## src/rtl/ared_pkg.sv

```systemverilog
`timescale 1ns / 1ps

package ared_pkg;

    // Configuration port geometry and register indexes.
    localparam int CFG_IDX_W  = 3;
    localparam int CFG_DATA_W = 16;

    localparam logic [CFG_IDX_W-1:0] CFG_ATTACK  = 3'd0;
    localparam logic [CFG_IDX_W-1:0] CFG_RELEASE = 3'd1;
    localparam logic [CFG_IDX_W-1:0] CFG_MODE    = 3'd2;
    localparam logic [CFG_IDX_W-1:0] CFG_LOG     = 3'd3;

    localparam logic [1:0] MODE_MEAN_SQ = 2'd1;

    // Envelope and level formats.
    localparam int ENV_W   = 16;
    localparam int LEVEL_W = 17;
    localparam logic [LEVEL_W-1:0] LEVEL_FLOOR   = 17'h1A000;  // -96 dB in Q8.8
    localparam logic [15:0]        DB_FLOOR_MAG  = 16'd24576;
    localparam logic [31:0]        DB_PER_OCTAVE = 32'd394566; // 20*log10(2) in Q16

    // Log2 mantissa: Q1.30 held in 31 bits.
    localparam int LOG_M_W    = 31;
    localparam int LOG_FRAC   = 30;
    localparam int LOG_ITERS  = 16;
    localparam int NEG_L_W    = 21;

    // Shared digit-serial multiplier.
    localparam int MUL_W     = 32;
    localparam int MUL_DIG   = 4;
    localparam int MUL_STEPS = MUL_W / MUL_DIG;
    localparam int MUL_CNT_W = $clog2(MUL_STEPS);

    typedef struct packed {
        logic             start;
        logic [MUL_W-1:0] a;
        logic [MUL_W-1:0] b;
    } t_mul_req;

    typedef struct packed {
        logic               busy;
        logic               done;
        logic [2*MUL_W-1:0] prod;
    } t_mul_rsp;

    typedef enum logic [3:0] {
        S_IDLE,
        S_MAG,
        S_SQ_WAIT,
        S_SMOOTH,
        S_TERM_WAIT,
        S_POST,
        S_NORM,
        S_LSQ,
        S_LSQ_WAIT,
        S_DB,
        S_DB_WAIT,
        S_FINISH
    } t_state;

endpackage

```

## src/rtl/ared_serial_mul.sv

```systemverilog
`timescale 1ns / 1ps

module ared_serial_mul (
    input  logic               i_clk,
    input  logic               i_rst_n,
    input  ared_pkg::t_mul_req i_req,
    output ared_pkg::t_mul_rsp o_rsp
);
    import ared_pkg::*;

    logic [MUL_W-1:0]         r_a;
    logic [MUL_W-1:0]         r_b;
    logic [2*MUL_W-1:0]       r_acc;
    logic [MUL_CNT_W-1:0]     r_cnt;
    logic                     r_busy;
    logic                     r_done;
    logic [MUL_W+MUL_DIG-1:0] pp;
    logic [MUL_W+MUL_DIG-1:0] sum_hi;

    // One multiplier digit per cycle; the accumulator shifts right by a digit.
    assign pp     = (MUL_W+MUL_DIG)'(r_a) * (MUL_W+MUL_DIG)'(r_b[MUL_DIG-1:0]);
    assign sum_hi = (MUL_W+MUL_DIG)'(r_acc[2*MUL_W-1:MUL_W]) + pp;

    always_ff @(posedge i_clk) begin
        if (!i_rst_n) begin
            r_busy <= 1'b0;
            r_done <= 1'b0;
            r_cnt  <= '0;
        end else begin
            r_done <= 1'b0;
            if (i_req.start && !r_busy) begin
                r_a    <= i_req.a;
                r_b    <= i_req.b;
                r_acc  <= '0;
                r_cnt  <= '0;
                r_busy <= 1'b1;
            end else if (r_busy) begin
                r_acc <= {sum_hi, r_acc[MUL_W-1:MUL_DIG]};
                r_b   <= r_b >> MUL_DIG;
                r_cnt <= r_cnt + 1'b1;
                if (r_cnt == MUL_CNT_W'(MUL_STEPS - 1)) begin
                    r_busy <= 1'b0;
                    r_done <= 1'b1;
                end
            end
        end
    end

    assign o_rsp.busy = r_busy;
    assign o_rsp.done = r_done;
    assign o_rsp.prod = r_acc;

endmodule

```

## src/rtl/attack_release_envelope_detector.sv

```systemverilog
`timescale 1ns / 1ps
// Attack/release envelope detector for signed audio samples.
//
// Input channel: i_sample with i_in_valid / o_in_stall. A transfer happens on a
// rising edge with valid high and stall low. Output channel: o_level with
// o_out_valid / i_out_stall, one result per input sample, held in an output
// register so the next sample can be taken while a result waits.
//
// The block works on one sample at a time; one shared multiplier handles one
// 4-bit digit per cycle. Linear output needs one product per sample in peak
// and RMS mode and two in mean square mode, where the magnitude is squared
// first. In dB mode a nonzero envelope adds bit-at-a-time normalization, 16
// mantissa squarings and one more product for the dB scaling.
//
// Reset (synchronous, active low) clears the envelope, all configuration
// registers and the output valid flag. Configuration is written through
// i_cfg_we / i_cfg_index / i_cfg_data; indexes past the last register are
// ignored. When the receiver stalls, a finished result waits in the core
// until the output register frees up; o_in_stall stays high meanwhile.
module attack_release_envelope_detector #(
    parameter int SAMPLE_BITS = 16
) (
    input  logic                                i_clk,
    input  logic                                i_rst_n,
    input  logic                                i_cfg_we,
    input  logic [ared_pkg::CFG_IDX_W-1:0]      i_cfg_index,
    input  logic [ared_pkg::CFG_DATA_W-1:0]     i_cfg_data,
    input  logic                                i_in_valid,
    output logic                                o_in_stall,
    input  logic signed [SAMPLE_BITS-1:0]       i_sample,
    output logic                                o_out_valid,
    input  logic                                i_out_stall,
    output logic signed [ared_pkg::LEVEL_W-1:0] o_level
);
    import ared_pkg::*;

    localparam int PK_W = SAMPLE_BITS + 17;
    localparam int MS_W = 2 * SAMPLE_BITS + 18;

    // Configuration registers.
    logic [15:0] r_attack;
    logic [15:0] r_release;
    logic [1:0]  r_mode;
    logic        r_log;

    // Sequencer state and datapath registers.
    t_state               r_state, n_state;
    logic [SAMPLE_BITS-1:0] r_mag;
    logic [ENV_W-1:0]     r_det, n_det;
    logic [ENV_W-1:0]     r_env, n_env;
    logic                 r_up, n_up;
    logic [LOG_M_W-1:0]   r_m, n_m;
    logic [3:0]           r_p, n_p;
    logic [15:0]          r_frac, n_frac;
    logic [3:0]           r_it, n_it;
    logic [LEVEL_W-1:0]   r_level, n_level;
    logic                 r_out_valid;
    logic [LEVEL_W-1:0]   r_out_level;
    logic                 out_load;

    t_mul_req mul_req;
    t_mul_rsp mul_rsp;

    // Combinational helpers.
    logic [SAMPLE_BITS-1:0] in_u;
    logic [SAMPLE_BITS-1:0] in_mag;
    logic [PK_W-1:0]        pk_w;
    logic [ENV_W-1:0]       pk_det;
    logic [MS_W-1:0]        ms_w;
    logic [ENV_W-1:0]       ms_det;
    logic [32:0]            term_sum;
    logic [16:0]            term;
    logic [18:0]            env_next;
    logic [ENV_W-1:0]       env_clamped;
    logic [MUL_W-1:0]       sq_v;
    logic [NEG_L_W-1:0]     neg_l;
    logic [39:0]            db_sum;
    logic [15:0]            db;

    ared_serial_mul u_mul (
        .i_clk  (i_clk),
        .i_rst_n(i_rst_n),
        .i_req  (mul_req),
        .o_rsp  (mul_rsp)
    );

    always_ff @(posedge i_clk) begin
        if (!i_rst_n) begin
            r_attack  <= '0;
            r_release <= '0;
            r_mode    <= '0;
            r_log     <= 1'b0;
        end else if (i_cfg_we) begin
            unique case (i_cfg_index)
                CFG_ATTACK:  r_attack  <= i_cfg_data;
                CFG_RELEASE: r_release <= i_cfg_data;
                CFG_MODE:    r_mode    <= i_cfg_data[1:0];
                CFG_LOG:     r_log     <= i_cfg_data[0];
                default:     ;
            endcase
        end
    end

    // Magnitude of the incoming sample; full-scale negative maps to 2^(N-1).
    assign in_u   = SAMPLE_BITS'(i_sample);
    assign in_mag = i_sample[SAMPLE_BITS-1] ? SAMPLE_BITS'(~in_u + 1'b1) : in_u;

    // Scale the magnitude to Q0.16 (truncating) and saturate at full scale.
    assign pk_w   = {r_mag, 17'd0} >> SAMPLE_BITS;
    assign pk_det = (pk_w[PK_W-1:16] != '0) ? 16'hFFFF : pk_w[15:0];

    // Scale the square to Q0.16 in the same way.
    assign ms_w   = {mul_rsp.prod[2*SAMPLE_BITS-1:0], 18'd0} >> (2 * SAMPLE_BITS);
    assign ms_det = (ms_w[MS_W-1:16] != '0) ? 16'hFFFF : ms_w[15:0];

    // Rounded smoothing term and the clamped new envelope.
    assign term_sum = mul_rsp.prod[32:0] + 33'd32768;
    assign term     = term_sum[32:16];
    assign env_next = r_up ? ({3'b000, r_det} - {2'b00, term})
                           : ({3'b000, r_det} + {2'b00, term});
    always_comb begin
        if (env_next[18]) begin
            env_clamped = '0;
        end else if (env_next[17:16] != 2'b00) begin
            env_clamped = 16'hFFFF;
        end else begin
            env_clamped = env_next[15:0];
        end
    end

    // Squared mantissa back in Q1.30, one bit wider before renormalizing.
    assign sq_v = mul_rsp.prod[2*LOG_FRAC+1:LOG_FRAC];

    // Distance below full scale in octaves, Q16, and its rounded dB value.
    assign neg_l  = NEG_L_W'(21'd1 << 20) - NEG_L_W'({r_p, r_frac});
    assign db_sum = mul_rsp.prod[39:0] + 40'd8388608;
    assign db     = db_sum[39:24];

    always_ff @(posedge i_clk) begin
        if (!i_rst_n) begin
            r_state <= S_IDLE;
            r_env   <= '0;
        end else begin
            r_state <= n_state;
            r_env   <= n_env;
        end
    end

    always_ff @(posedge i_clk) begin
        if (r_state == S_IDLE && i_in_valid) begin
            r_mag <= in_mag;
        end
        r_det   <= n_det;
        r_up    <= n_up;
        r_m     <= n_m;
        r_p     <= n_p;
        r_frac  <= n_frac;
        r_it    <= n_it;
        r_level <= n_level;
    end

    always_comb begin
        n_state  = r_state;
        n_det    = r_det;
        n_env    = r_env;
        n_up     = r_up;
        n_m      = r_m;
        n_p      = r_p;
        n_frac   = r_frac;
        n_it     = r_it;
        n_level  = r_level;
        out_load = 1'b0;
        mul_req  = '{start: 1'b0, a: '0, b: '0};

        unique case (r_state)
            S_IDLE: begin
                if (i_in_valid) begin
                    n_state = S_MAG;
                end
            end
            S_MAG: begin
                if (r_mode == MODE_MEAN_SQ) begin
                    mul_req.start = 1'b1;
                    mul_req.a     = MUL_W'(r_mag);
                    mul_req.b     = MUL_W'(r_mag);
                    n_state       = S_SQ_WAIT;
                end else begin
                    // Peak, RMS and the unused code all take the magnitude.
                    n_det   = pk_det;
                    n_state = S_SMOOTH;
                end
            end
            S_SQ_WAIT: begin
                if (mul_rsp.done) begin
                    n_det   = ms_det;
                    n_state = S_SMOOTH;
                end
            end
            S_SMOOTH: begin
                mul_req.start = 1'b1;
                if (r_det > r_env) begin
                    n_up      = 1'b1;
                    mul_req.a = MUL_W'(r_attack);
                    mul_req.b = MUL_W'(r_det - r_env);
                end else begin
                    n_up      = 1'b0;
                    mul_req.a = MUL_W'(r_release);
                    mul_req.b = MUL_W'(r_env - r_det);
                end
                n_state = S_TERM_WAIT;
            end
            S_TERM_WAIT: begin
                if (mul_rsp.done) begin
                    n_env   = env_clamped;
                    n_state = S_POST;
                end
            end
            S_POST: begin
                if (!r_log) begin
                    n_level = {1'b0, r_env};
                    n_state = S_FINISH;
                end else if (r_env == '0) begin
                    n_level = LEVEL_FLOOR;
                    n_state = S_FINISH;
                end else begin
                    n_m     = {r_env, 15'd0};
                    n_p     = 4'd15;
                    n_state = S_NORM;
                end
            end
            S_NORM: begin
                // Shift one place per cycle until the leading one sits at bit 30.
                if (r_m[LOG_M_W-1]) begin
                    n_it    = '0;
                    n_state = S_LSQ;
                end else begin
                    n_m = {r_m[LOG_M_W-2:0], 1'b0};
                    n_p = r_p - 1'b1;
                end
            end
            S_LSQ: begin
                mul_req.start = 1'b1;
                mul_req.a     = MUL_W'(r_m);
                mul_req.b     = MUL_W'(r_m);
                n_state       = S_LSQ_WAIT;
            end
            S_LSQ_WAIT: begin
                if (mul_rsp.done) begin
                    // A square of 2.0 or more gives a one in this fraction bit.
                    n_m    = sq_v[MUL_W-1] ? sq_v[MUL_W-1:1] : sq_v[LOG_M_W-1:0];
                    n_frac = {r_frac[14:0], sq_v[MUL_W-1]};
                    n_it   = r_it + 1'b1;
                    if (r_it == 4'(LOG_ITERS - 1)) begin
                        n_state = S_DB;
                    end else begin
                        n_state = S_LSQ;
                    end
                end
            end
            S_DB: begin
                mul_req.start = 1'b1;
                mul_req.a     = DB_PER_OCTAVE;
                mul_req.b     = MUL_W'(neg_l);
                n_state       = S_DB_WAIT;
            end
            S_DB_WAIT: begin
                if (mul_rsp.done) begin
                    if (db > DB_FLOOR_MAG) begin
                        n_level = LEVEL_FLOOR;
                    end else begin
                        n_level = LEVEL_W'(0) - {1'b0, db};
                    end
                    n_state = S_FINISH;
                end
            end
            S_FINISH: begin
                if (!r_out_valid || !i_out_stall) begin
                    out_load = 1'b1;
                    n_state  = S_IDLE;
                end
            end
            default: begin
                n_state = S_IDLE;
            end
        endcase
    end

    // Output register: loaded from the core, emptied by an output transfer.
    always_ff @(posedge i_clk) begin
        if (!i_rst_n) begin
            r_out_valid <= 1'b0;
        end else if (out_load) begin
            r_out_valid <= 1'b1;
        end else if (!i_out_stall) begin
            r_out_valid <= 1'b0;
        end
    end

    always_ff @(posedge i_clk) begin
        if (out_load) begin
            r_out_level <= r_level;
        end
    end

    assign o_in_stall  = (r_state != S_IDLE);
    assign o_out_valid = r_out_valid;
    assign o_level     = $signed(r_out_level);

    // A new result only appears after the sequencer has finished an item.
    a_out_from_finish: assert property (@(posedge i_clk) disable iff (!i_rst_n)
        $rose(r_out_valid) |-> $past(r_state == S_FINISH))
        else $error("output valid rose without a finished item");

    // The shared multiplier is never restarted while it is still working.
    a_mul_no_overlap: assert property (@(posedge i_clk) disable iff (!i_rst_n)
        mul_req.start |-> !mul_rsp.busy)
        else $error("multiplier started while busy");

    // Normalization only runs on a nonzero mantissa, so it always ends.
    a_norm_nonzero: assert property (@(posedge i_clk) disable iff (!i_rst_n)
        (r_state == S_NORM) |-> (r_m != '0))
        else $error("normalizing a zero envelope");

    // A product is reported only at the end of a busy run.
    a_mul_done_after_busy: assert property (@(posedge i_clk) disable iff (!i_rst_n)
        mul_rsp.done |-> $past(mul_rsp.busy))
        else $error("multiplier done without a busy run");

endmodule

```

## config.mk

```make
export PLATFORM = sky130hd
export DESIGN_NAME = attack_release_envelope_detector
export DESIGN_NICKNAME = d
export VERILOG_FILES = /design/src/rtl/ared_pkg.sv /design/src/rtl/ared_serial_mul.sv /design/src/rtl/attack_release_envelope_detector.sv
export SDC_FILE = /design/constraint.sdc
export NUM_CORES = 1
export LEC_CHECK = 0
export BUFFER_PORTS_ARGS = -buffer_cell sky130_fd_sc_hd__buf_4
export CORE_ASPECT_RATIO = 0.8
export CORE_MARGIN = 5
export CORE_UTILIZATION = 55
export CTS_CLUSTER_SIZE = 16
export DETAILED_ROUTE_END_ITERATION = 8
export PLACE_DENSITY = 0.72
export SYNTH_ARGS = -nofsm -noshare
export SYNTH_HDL_FRONTEND = slang
export SYNTH_HIERARCHICAL = 1
export SYNTH_SLANG_ARGS = --single-unit
```

## constraint.sdc

```tcl
create_clock -name i_clk -period 5.7 [get_ports i_clk]
set_input_delay 1.14 -clock i_clk [delete_from_list [all_inputs] [get_ports i_clk]]
set_output_delay 1.14 -clock i_clk [all_outputs]
set_load 0.005 [all_outputs]
```

==> impl_metrics.py, run 1 <==
metrics = {
    "route": {
        "vias_per_cell": 6.12,
        "highest_layer": "met5",
        "dr.pass1.iters": 6,
        "vias": 18100,
        "wl_per_cell_um": 21.7,
        "ant_nets": 0,
        "routed_wl_um": 64200,
        "route.met2.wl_um": 26300,
        "drc": 0,
        "dr_wl_met3_um": 7150,
        "drt-initial-drc-count": 2036,
        "wl_met1_um": 28800,
    },
    "critical_path": {
        "required_ps": 6120,
        "crit_top_cell": "fa_1",
        "ff2ff_setup_slack_ps": 320,
        "crit_path_cell_trace": "and2_1, fa_1, fa_1, inv_1, fa_1, inv_1, ha_1, and2_1, and4_1, a21boi_1, o21ai_0, a21oi_1, o21bai_1, and3_1, nor3_1",
        "end_kind": "register",
        "slowest_delay_ps": 1030,
        "reg2reg_from": "u_mul/r_b[2]",
        "cp_top_family": "adder cells",
        "critical_path_buf_inv_count": 2,
        "critical_path_class": "register to register",
        "setup.worst_path.start_class": "register",
        "r2r_end": "u_mul/r_acc[56]",
        "cp.arrival_ps": 5810,
        "cp_max_fo": 32,
        "crit_slowest_cell": "edfxtp_1",
        "rr_worst_depth": 15,
    },
    "sta": {
        "maxSlewViolCount": 0,
        "hold_viol": 0,
        "fmax_mhz": 186,
        "rsz0062_at_grt": "no",
        "min_period_ps": 5380,
        "fin_crit_sh_pct": 94.4,
        "setup_viol": 0,
        "max-slew-margin-rel_pct": 20.2,
        "tns_ps": 0,
        "tightest_slew_ps": 1190,
        "worst_clock_skew_ps": 27.0,
    },
    "power": {
        "powerDensity_nw_per_um2": 513,
        "vdd_ir_drop_max_uv": 258,
        "p_leak_nw": 10.1,
        "finalPower_w": 0.0125,
    },
    "clock_network": {
        "htree_levels": 1,
        "post_cts_buffers": 0,
        "clk_pin_slew_ps": 70,
        "cts_resized": 0,
        "cts_buffer_depth": 3,
        "cts_tree": "yes",
        "cts_buffers": 31,
        "root_buffer": "clkbuf_16",
        "insertion_delay_ps": 590,
        "hold_buffers": 0,
        "cts.sink_count": 297,
    },
    "hold_path": {
        "hold_depth": 0,
        "min_from": "r_level[8]",
        "holdPathEnd": "o_level[8]",
        "hp-class": "register to register",
    },
    "floorplanning": {
        "die_h_um": 191,
        "pin_count": 59,
        "coreArea_um2": 40600,
        "start_util_pct": 55.6,
        "rows": 66,
        "die-area_um2": 45300,
        "die_x_um": 237,
    },
    "global_routing": {
        "grtUsageTotal_pct": 28.0,
        "antenna_found_initial": 2,
        "grt_max_degree": 62,
        "grt_pass1_vias": 17300,
        "grt_pass1_wl_um": 99900,
        "grt_remaining_overflow": 0,
    },
    "placement": {
        "port_buffers": 58,
        "hpwl_um": 48500,
        "gp_congestion": 0.949,
    },
    "layout": {
        "final_common_cell": "nand2_1",
        "n_antenna_cell": 0,
        "drive_above_1_share_pct": 7.41,
        "synthToLayoutAreaGrowth_pct": 8.18,
        "final_nets": 2650,
        "layout_common_cells": "284 x nand2_1, 236 x edfxtp_1, 233 x inv_1, 167 x and2_1, 126 x nor2_1",
    },
    "synth": {
        "netlist_area_um2": 22600,
        "yosys_warnings": 6,
        "synth.avg_cell_area_um2": 9.42,
        "synthesis.nets": 2659,
        "synthCells": 2400,
    },
    "flow_run": {
        "maxCapViolCount": 0,
    },
    "run_status": {
        "status": "finished clean",
    },
}
==> stage by stage <==
step / utilization [%] / std cells / cell area (µm²) / hold WS, ps / setup slack, ps
3_5_place_dp: 57.5 / 2902 / 23400 / 405 / 460
5_1_grt: 60.2 / 2959 / 24500 / 428 / 95.9
2_1_floorplan: - / 2400 / 22600 / 400 / 1220
3_3_place_gp: 57.5 / 2902 / 23400 / 401 / 548
6_report: 60.2 / 2959 / 24500 / 418 / 317
4_1_cts: 60.2 / 2959 / 24500 / 417 / 435
==> area by class of cell <==
cell class | count | area [µm²]
fillers | 3516 | 16200
multi-input cells | 1752 | 12900
flip-flops and latches | 297 | 8310
clock buffers | 41 | 906
inverters | 234 | 881
well taps | 544 | 681
repair buffers | 75 | 563
clock inverters | 16 | 173
==> per-layer routing <==
| layer | track usage (%) | vias up |
|---|---|---|
| li1 | - | 8339 |
| met1 | 42.0 | 8756 |
| met2 | 41.0 | 894 |
| met3 | 6.82 | 130 |
| met4 | 6.64 | 2 |
| met5 | 0 | - |
==> worst max path at each step <==
stage | cells after the start | start | endpoint | slack [ps]
after floorplan | 16 | u_mul/r_b[3] | u_mul/r_acc[59] | 1220
after global placement | 15 | u_mul/r_b[2] | u_mul/r_acc[56] | 550
after detailed placement | 14 | u_mul/r_b[3] | u_mul/r_acc[59] | 460
after CTS | 15 | u_mul/r_b[2] | u_mul/r_acc[56] | 440
after global routing | 15 | u_mul/r_b[2] | u_mul/r_acc[60] | 100
final | 15 | u_mul/r_b[2] | u_mul/r_acc[56] | 320
==> power breakdown <==
group | total (W) | internal [W] | switching [W] | leakage (nW)
Combinational | 0.00693 | 0.00267 | 0.00426 | 6.95
Clock | 0.00214 | 0.00125 | 0.000890 | 0.532
Sequential | 0.00347 | 0.00297 | 0.000499 | 2.65
==> registers in the layout, summed over array words and instances (netlist names), 2 cells and up <==
signal       flops
u_mul/r_acc     50
u_mul/r_a       32
u_mul/r_b       32
r_m             31
o_level         17
r_level         17
r_attack        16
r_det           16
r_env           16
r_frac          16
r_mag           16
r_release       16
r_it             4
r_p              4
r_state          4
u_mul/r_cnt      3
r_mode           2
(Power assumes the default switching activity.)
==> run 2, diff against run 1 <==
--- a/config.mk
+++ b/config.mk
@@ -7,7 +7,6 @@
 export LEC_CHECK = 0
 export BUFFER_PORTS_ARGS = -buffer_cell sky130_fd_sc_hd__buf_4
 export CORE_ASPECT_RATIO = 0.8
-export CORE_MARGIN = 5
 export CORE_UTILIZATION = 55
 export CTS_CLUSTER_SIZE = 16
 export DETAILED_ROUTE_END_ITERATION = 8
==> impl_metrics.py, run 2 (synthesized netlist as in run 1, its figures left out) <==
metrics = {
    "floorplanning": {
        "die-area_um2": 41900,
        "rows": 66,
        "die_h_um": 183,
        "pin_count": 59,
        "coreArea_um2": 40500,
        "die_x_um": 229,
        "start_util_pct": 55.7,
    },
    "layout": {
        "largest_register_ffs": 50,
        "top_regs": "u_mul/r_acc: 50 flops, u_mul/r_a: 32 flops, u_mul/r_b: 32 flops",
        "final_nets": 2653,
        "layout.area.seq_um2": 8310,
        "largest-register": "u_mul/r_acc",
        "synthToLayoutAreaGrowth_pct": 8.16,
        "multiInputGateArea_um2": 12900,
        "drive_above_1_share_pct": 7.40,
        "final_common_cell": "nand2_1",
        "n_fill_cell": 3455,
        "layout_common_cells": "284 x nand2_1, 236 x edfxtp_1, 233 x inv_1, 167 x and2_1, 126 x nor2_1",
        "fin_util_pct": 60.3,
    },
    "power": {
        "vdd_ir_drop_max_uv": 307,
        "p_leak_nw": 10.1,
        "powerDensity_nw_per_um2": 509,
    },
    "clock_network": {
        "htree_levels": 1,
        "post_cts_buffers": 0,
        "root_buffer": "clkbuf_16",
        "cts.sink_count": 297,
        "cts_tree": "yes",
        "cts_buffers": 31,
        "insertion_delay_ps": 600,
        "cts_resized": 0,
        "cts_buffer_depth": 3,
        "clk_pin_slew_ps": 70,
        "hold_buffers": 0,
    },
    "critical_path": {
        "cp_max_fo": 17,
        "crit_top_cell": "fa_1",
        "r2r_end": "u_mul/r_acc[56]",
        "reg2reg_from": "u_mul/r_b[3]",
        "cp.arrival_ps": 5630,
        "critical_path_class": "register to register",
        "end_kind": "register",
        "required_ps": 6120,
        "crit_path_cell_trace": "and2_1, fa_1, fa_1, inv_1, fa_1, inv_1, ha_1, and2_1, and4_1, a21boi_1, o21ai_0, a21oi_1, o21bai_1, and3_1, nor3_1",
        "setup.worst_path.start_class": "register",
        "ff2ff_setup_slack_ps": 500,
        "crit_slowest_cell": "edfxtp_1",
        "slowest_delay_ps": 660,
        "rr_worst_depth": 15,
    },
    "global_routing": {
        "grt_pass1_wl_um": 100000,
        "grt_remaining_overflow": 0,
        "grtUsageTotal_pct": 30.8,
        "grt_max_degree": 47,
        "grt_pass1_vias": 17500,
        "antenna_found_initial": 2,
    },
    "sta": {
        "max-slew-margin-rel_pct": 17.2,
        "tightest_slew_ps": 1240,
        "rsz0062_at_grt": "no",
        "min_period_ps": 5200,
        "setup_viol": 0,
        "fin_hold_ws_ps": 419,
        "maxSlewViolCount": 0,
        "fmax_mhz": 192,
        "setup_ws_ps": 496,
        "hold_viol": 0,
        "fin_crit_sh_pct": 91.3,
        "worst_clock_skew_ps": 28.5,
        "tns_ps": 0,
    },
    "hold_path": {
        "hp-class": "register to register",
        "hold_depth": 0,
        "min_from": "r_level[4]",
        "holdPathEnd": "o_level[4]",
    },
    "route": {
        "vias": 18100,
        "routed_wl_um": 64400,
        "dr.pass1.iters": 6,
        "vias_per_cell": 6.10,
        "drc": 0,
        "ant_nets": 0,
        "drt-initial-drc-count": 1960,
        "wl_per_cell_um": 21.7,
    },
    "placement": {
        "dpl_worst_slack_ps": 382,
        "port_buffers": 58,
        "gp_congestion": 0.954,
        "hpwl_um": 48800,
    },
    "run_status": {
        "status": "finished clean",
    },
    "flow_run": {
        "maxCapViolCount": 0,
    },
}
==> run 2: cell count changes in the layout (fill, tap and decap cells not counted), sizes merged <==
cell and change:
bufinv -1, clkbuf +1, clkinv +1, diode +1, buf +3
==> run 2: worst max path at each step <==
stage | start | endpoint | slack (ps) | cells after the start
global placement | u_mul/r_b[2] | u_mul/r_acc[59] | 590 | 15
global route | u_mul/r_b[2] | u_mul/r_acc[60] | 270 | 15
detailed placement | u_mul/r_b[2] | u_mul/r_acc[60] | 380 | 15
floorplan | u_mul/r_b[3] | u_mul/r_acc[59] | 1220 | 16
CTS | u_mul/r_b[2] | u_mul/r_acc[60] | 330 | 15
finish | u_mul/r_b[3] | u_mul/r_acc[56] | 500 | 15
==> run 2: layout make-up <==
type / count / share of cell area, %
Antenna cell: 1 / 0.0102
Clock buffer: 42 / 3.59
Clock inverter: 16 / 0.660
Tap cell: 544 / 2.78
Inverter: 234 / 3.60
Multi-Input combinational cell: 1752 / 52.9
Timing Repair Buffer: 78 / 2.44
Sequential cell: 297 / 34.0
==> run 2: where the power goes <==
group	switching [W]	leakage, nW	internal (W)
Sequential	0.000494	2.65	0.00297
Combinational	0.00423	6.97	0.00268
Clock	0.000894	0.509	0.00118
Total	0.00562	10.1	0.00683
==> run 2: worst max-delay path, delay by kind of cell (launching register included) <==
family | cells | cell delay, ps
adders and majority gates | 4 | 1930
AOI/OAI and AO/OA | 4 | 1270
and+or+nand+nor | 5 | 1040
DFF | 1 | 660
buffers and inverters | 2 | 110
==> run 2: per-stage QoR <==
step,power [W],instances,area [µm²]
after detailed placement,0.0102,2902,23400
after floorplan,0.00842,2400,22600
after global placement,0.0100,2902,23400
after global routing,0.0133,2963,24400
after CTS,0.0123,2960,24400
final,0.0124,2964,24400
==> run 2: routing by layer <==
layer / part of all wire, % / up-vias / track usage, %
li1: - / 8363 / -
met1: 44 / 8747 / 44.3
met2: 41 / 846 / 45.5
met3: 12 / 124 / 8.07
met4: 3.1 / 2 / 9.40
met5: 0.017 / - / 0
==> run 3, diff against run 2 <==
--- a/config.mk
+++ b/config.mk
@@ -7,10 +7,11 @@
 export LEC_CHECK = 0
 export BUFFER_PORTS_ARGS = -buffer_cell sky130_fd_sc_hd__buf_4
 export CORE_ASPECT_RATIO = 0.8
-export CORE_UTILIZATION = 55
+export CORE_UTILIZATION = 64
 export CTS_CLUSTER_SIZE = 16
 export DETAILED_ROUTE_END_ITERATION = 8
-export PLACE_DENSITY = 0.72
+export PLACE_DENSITY = 0.81
+export SKIP_LAST_GASP = 1
 export SYNTH_ARGS = -nofsm -noshare
 export SYNTH_HDL_FRONTEND = slang
 export SYNTH_HIERARCHICAL = 1
==> impl_metrics.py, run 3 (synthesized netlist as in run 1, its figures left out) <==
metrics = {
    "run_status": {
        "status": "finished clean",
    },
    "critical_path": {
        "setup.worst_path.start_class": "register",
        "cp.arrival_ps": 5750,
        "cp_top_family": "adder cells",
        "critical_path_buf_inv_count": 2,
        "crit_slowest_cell": "edfxtp_1",
        "required_ps": 6130,
        "cp_max_fo": 32,
        "crit_top_cell": "fa_1",
        "critical_path_class": "register to register",
        "end_kind": "register",
        "ff2ff_setup_slack_ps": 380,
        "slowest_delay_ps": 1000,
        "crit_path_cell_trace": "and2_1, fa_1, fa_1, inv_1, fa_1, inv_1, ha_1, and2_1, and4_1, a21boi_1, o21ai_0, a21oi_1, o21ai_0, and3_1, nor3_1",
    },
    "placement": {
        "gp_congestion": 0.979,
        "dpl_worst_slack_ps": 499,
        "hpwl_um": 47100,
        "placed_cells": 2831,
        "port_buffers": 58,
    },
    "global_routing": {
        "grt_pass1_vias": 17500,
        "antenna_found_initial": 1,
        "grt_remaining_overflow": 0,
        "grt_pass1_wl_um": 98800,
        "grtUsageTotal_pct": 35.7,
        "grt_max_degree": 62,
    },
    "clock_network": {
        "post_cts_buffers": 0,
        "insertion_delay_ps": 610,
        "cts.sink_count": 297,
        "root_buffer": "clkbuf_16",
        "cts_buffer_depth": 3,
        "cts_tree": "yes",
        "htree_levels": 1,
        "cts_resized": 0,
        "hold_buffers": 0,
        "cts_buffers": 31,
        "clk_pin_slew_ps": 60,
    },
    "floorplanning": {
        "coreArea_um2": 34700,
        "rows": 61,
        "start_util_pct": 65.1,
        "die_x_um": 212,
        "die_h_um": 170,
        "die-area_um2": 36100,
        "pin_count": 59,
    },
    "layout": {
        "layout_common_cells": "284 x nand2_1, 236 x edfxtp_1, 233 x inv_1, 167 x and2_1, 126 x nor2_1",
        "top_regs": "u_mul/r_acc: 50 flops, u_mul/r_a: 32 flops, u_mul/r_b: 32 flops",
        "finalNonFillerCells": 2890,
        "n_fill_cell": 2650,
        "largest-register": "u_mul/r_acc",
        "largest_register_ffs": 50,
        "synthToLayoutAreaGrowth_pct": 7.47,
        "final_nets": 2651,
        "final_common_cell": "nand2_1",
        "drive_above_1_share_pct": 7.12,
    },
    "sta": {
        "tns_ps": 0,
        "max-slew-margin-rel_pct": 16.1,
        "setup_ws_ps": 377,
        "rsz0062_at_grt": "no",
        "hold_viol": 0,
        "tightest_slew_ps": 1260,
        "worst_clock_skew_ps": 26.7,
        "fin_crit_sh_pct": 93.4,
        "min_period_ps": 5320,
        "setup_viol": 0,
        "maxSlewViolCount": 0,
        "fmax_mhz": 188,
    },
    "route": {
        "wl_per_cell_um": 21.9,
        "vias": 18400,
        "drt-initial-drc-count": 2312,
        "vias_per_cell": 6.37,
        "dr.pass1.iters": 6,
        "routed_wl_um": 63200,
        "drc": 0,
        "ant_nets": 0,
    },
    "flow_run": {
        "maxCapViolCount": 0,
    },
    "power": {
        "powerDensity_nw_per_um2": 511,
        "vdd_ir_drop_max_uv": 294,
        "p_leak_nw": 10.1,
    },
    "hold_path": {
        "hp-class": "register to register",
    },
}
## run 3: layer usage
metal / wire length (µm) / track usage (%)
met4: 1830 / 10.2
met2: 26600 / 52.3
met1: 27000 / 52.2
met3: 7840 / 9.08
met5: 0 / 0
## run 3: final timing paths
check / end / cells after the start / from
max: u_mul/r_acc[60] / 15 / u_mul/r_b[3]
max reg2reg: u_mul/r_acc[60] / 15 / u_mul/r_b[3]
min: o_level[5] / 0 / r_level[5]
min reg2reg: o_level[5] / 0 / r_level[5]
## run 3: worst reg2reg max path: stages, from the launching register on
cell,delay (ps)
edfxtp_1,1000
and2_1,280
fa_1,420
fa_1,550
inv_1,50
fa_1,500
inv_1,40
ha_1,340
and2_1,180
and4_1,190
a21boi_1,340
o21ai_0,300
a21oi_1,400
o21ai_0,190
and3_1,190
nor3_1,160
## run 3: per-stage QoR
step | hold WS (ps) | power [W] | util (%) | instance area [µm²]
detailed placement | 405 | 0.0101 | 67.1 | 23300
CTS | 419 | 0.0122 | 69.9 | 24300
global placement | 401 | 0.00998 | 67.1 | 23300
floorplan | 400 | 0.00842 | - | 22600
finish | 417 | 0.0124 | 70.0 | 24300
global route | 426 | 0.0132 | 69.9 | 24300
## run 3: cell type report
class / instances / area (µm²) / share of cell area [%]
diodes: 1 / 2.50 / 0.0103
clock buffers: 43 / 851 / 3.50
clock inverters: 15 / 149 / 0.613
inverters: 234 / 881 / 3.63
multi-input cells: 1752 / 12900 / 53.3
flip-flops and latches: 297 / 8310 / 34.2
well taps: 472 / 591 / 2.43
repair buffers: 76 / 571 / 2.35
## run 3: report_power, final
| part | total [W] | switching, W | internal [W] |
|---|---|---|---|
| Sequential | 0.00349 | 0.000517 | 0.00297 |
| Clock | 0.00204 | 0.000903 | 0.00114 |
| Combinational | 0.00688 | 0.00421 | 0.00267 |
| Total | 0.0124 | 0.00563 | 0.00678 |
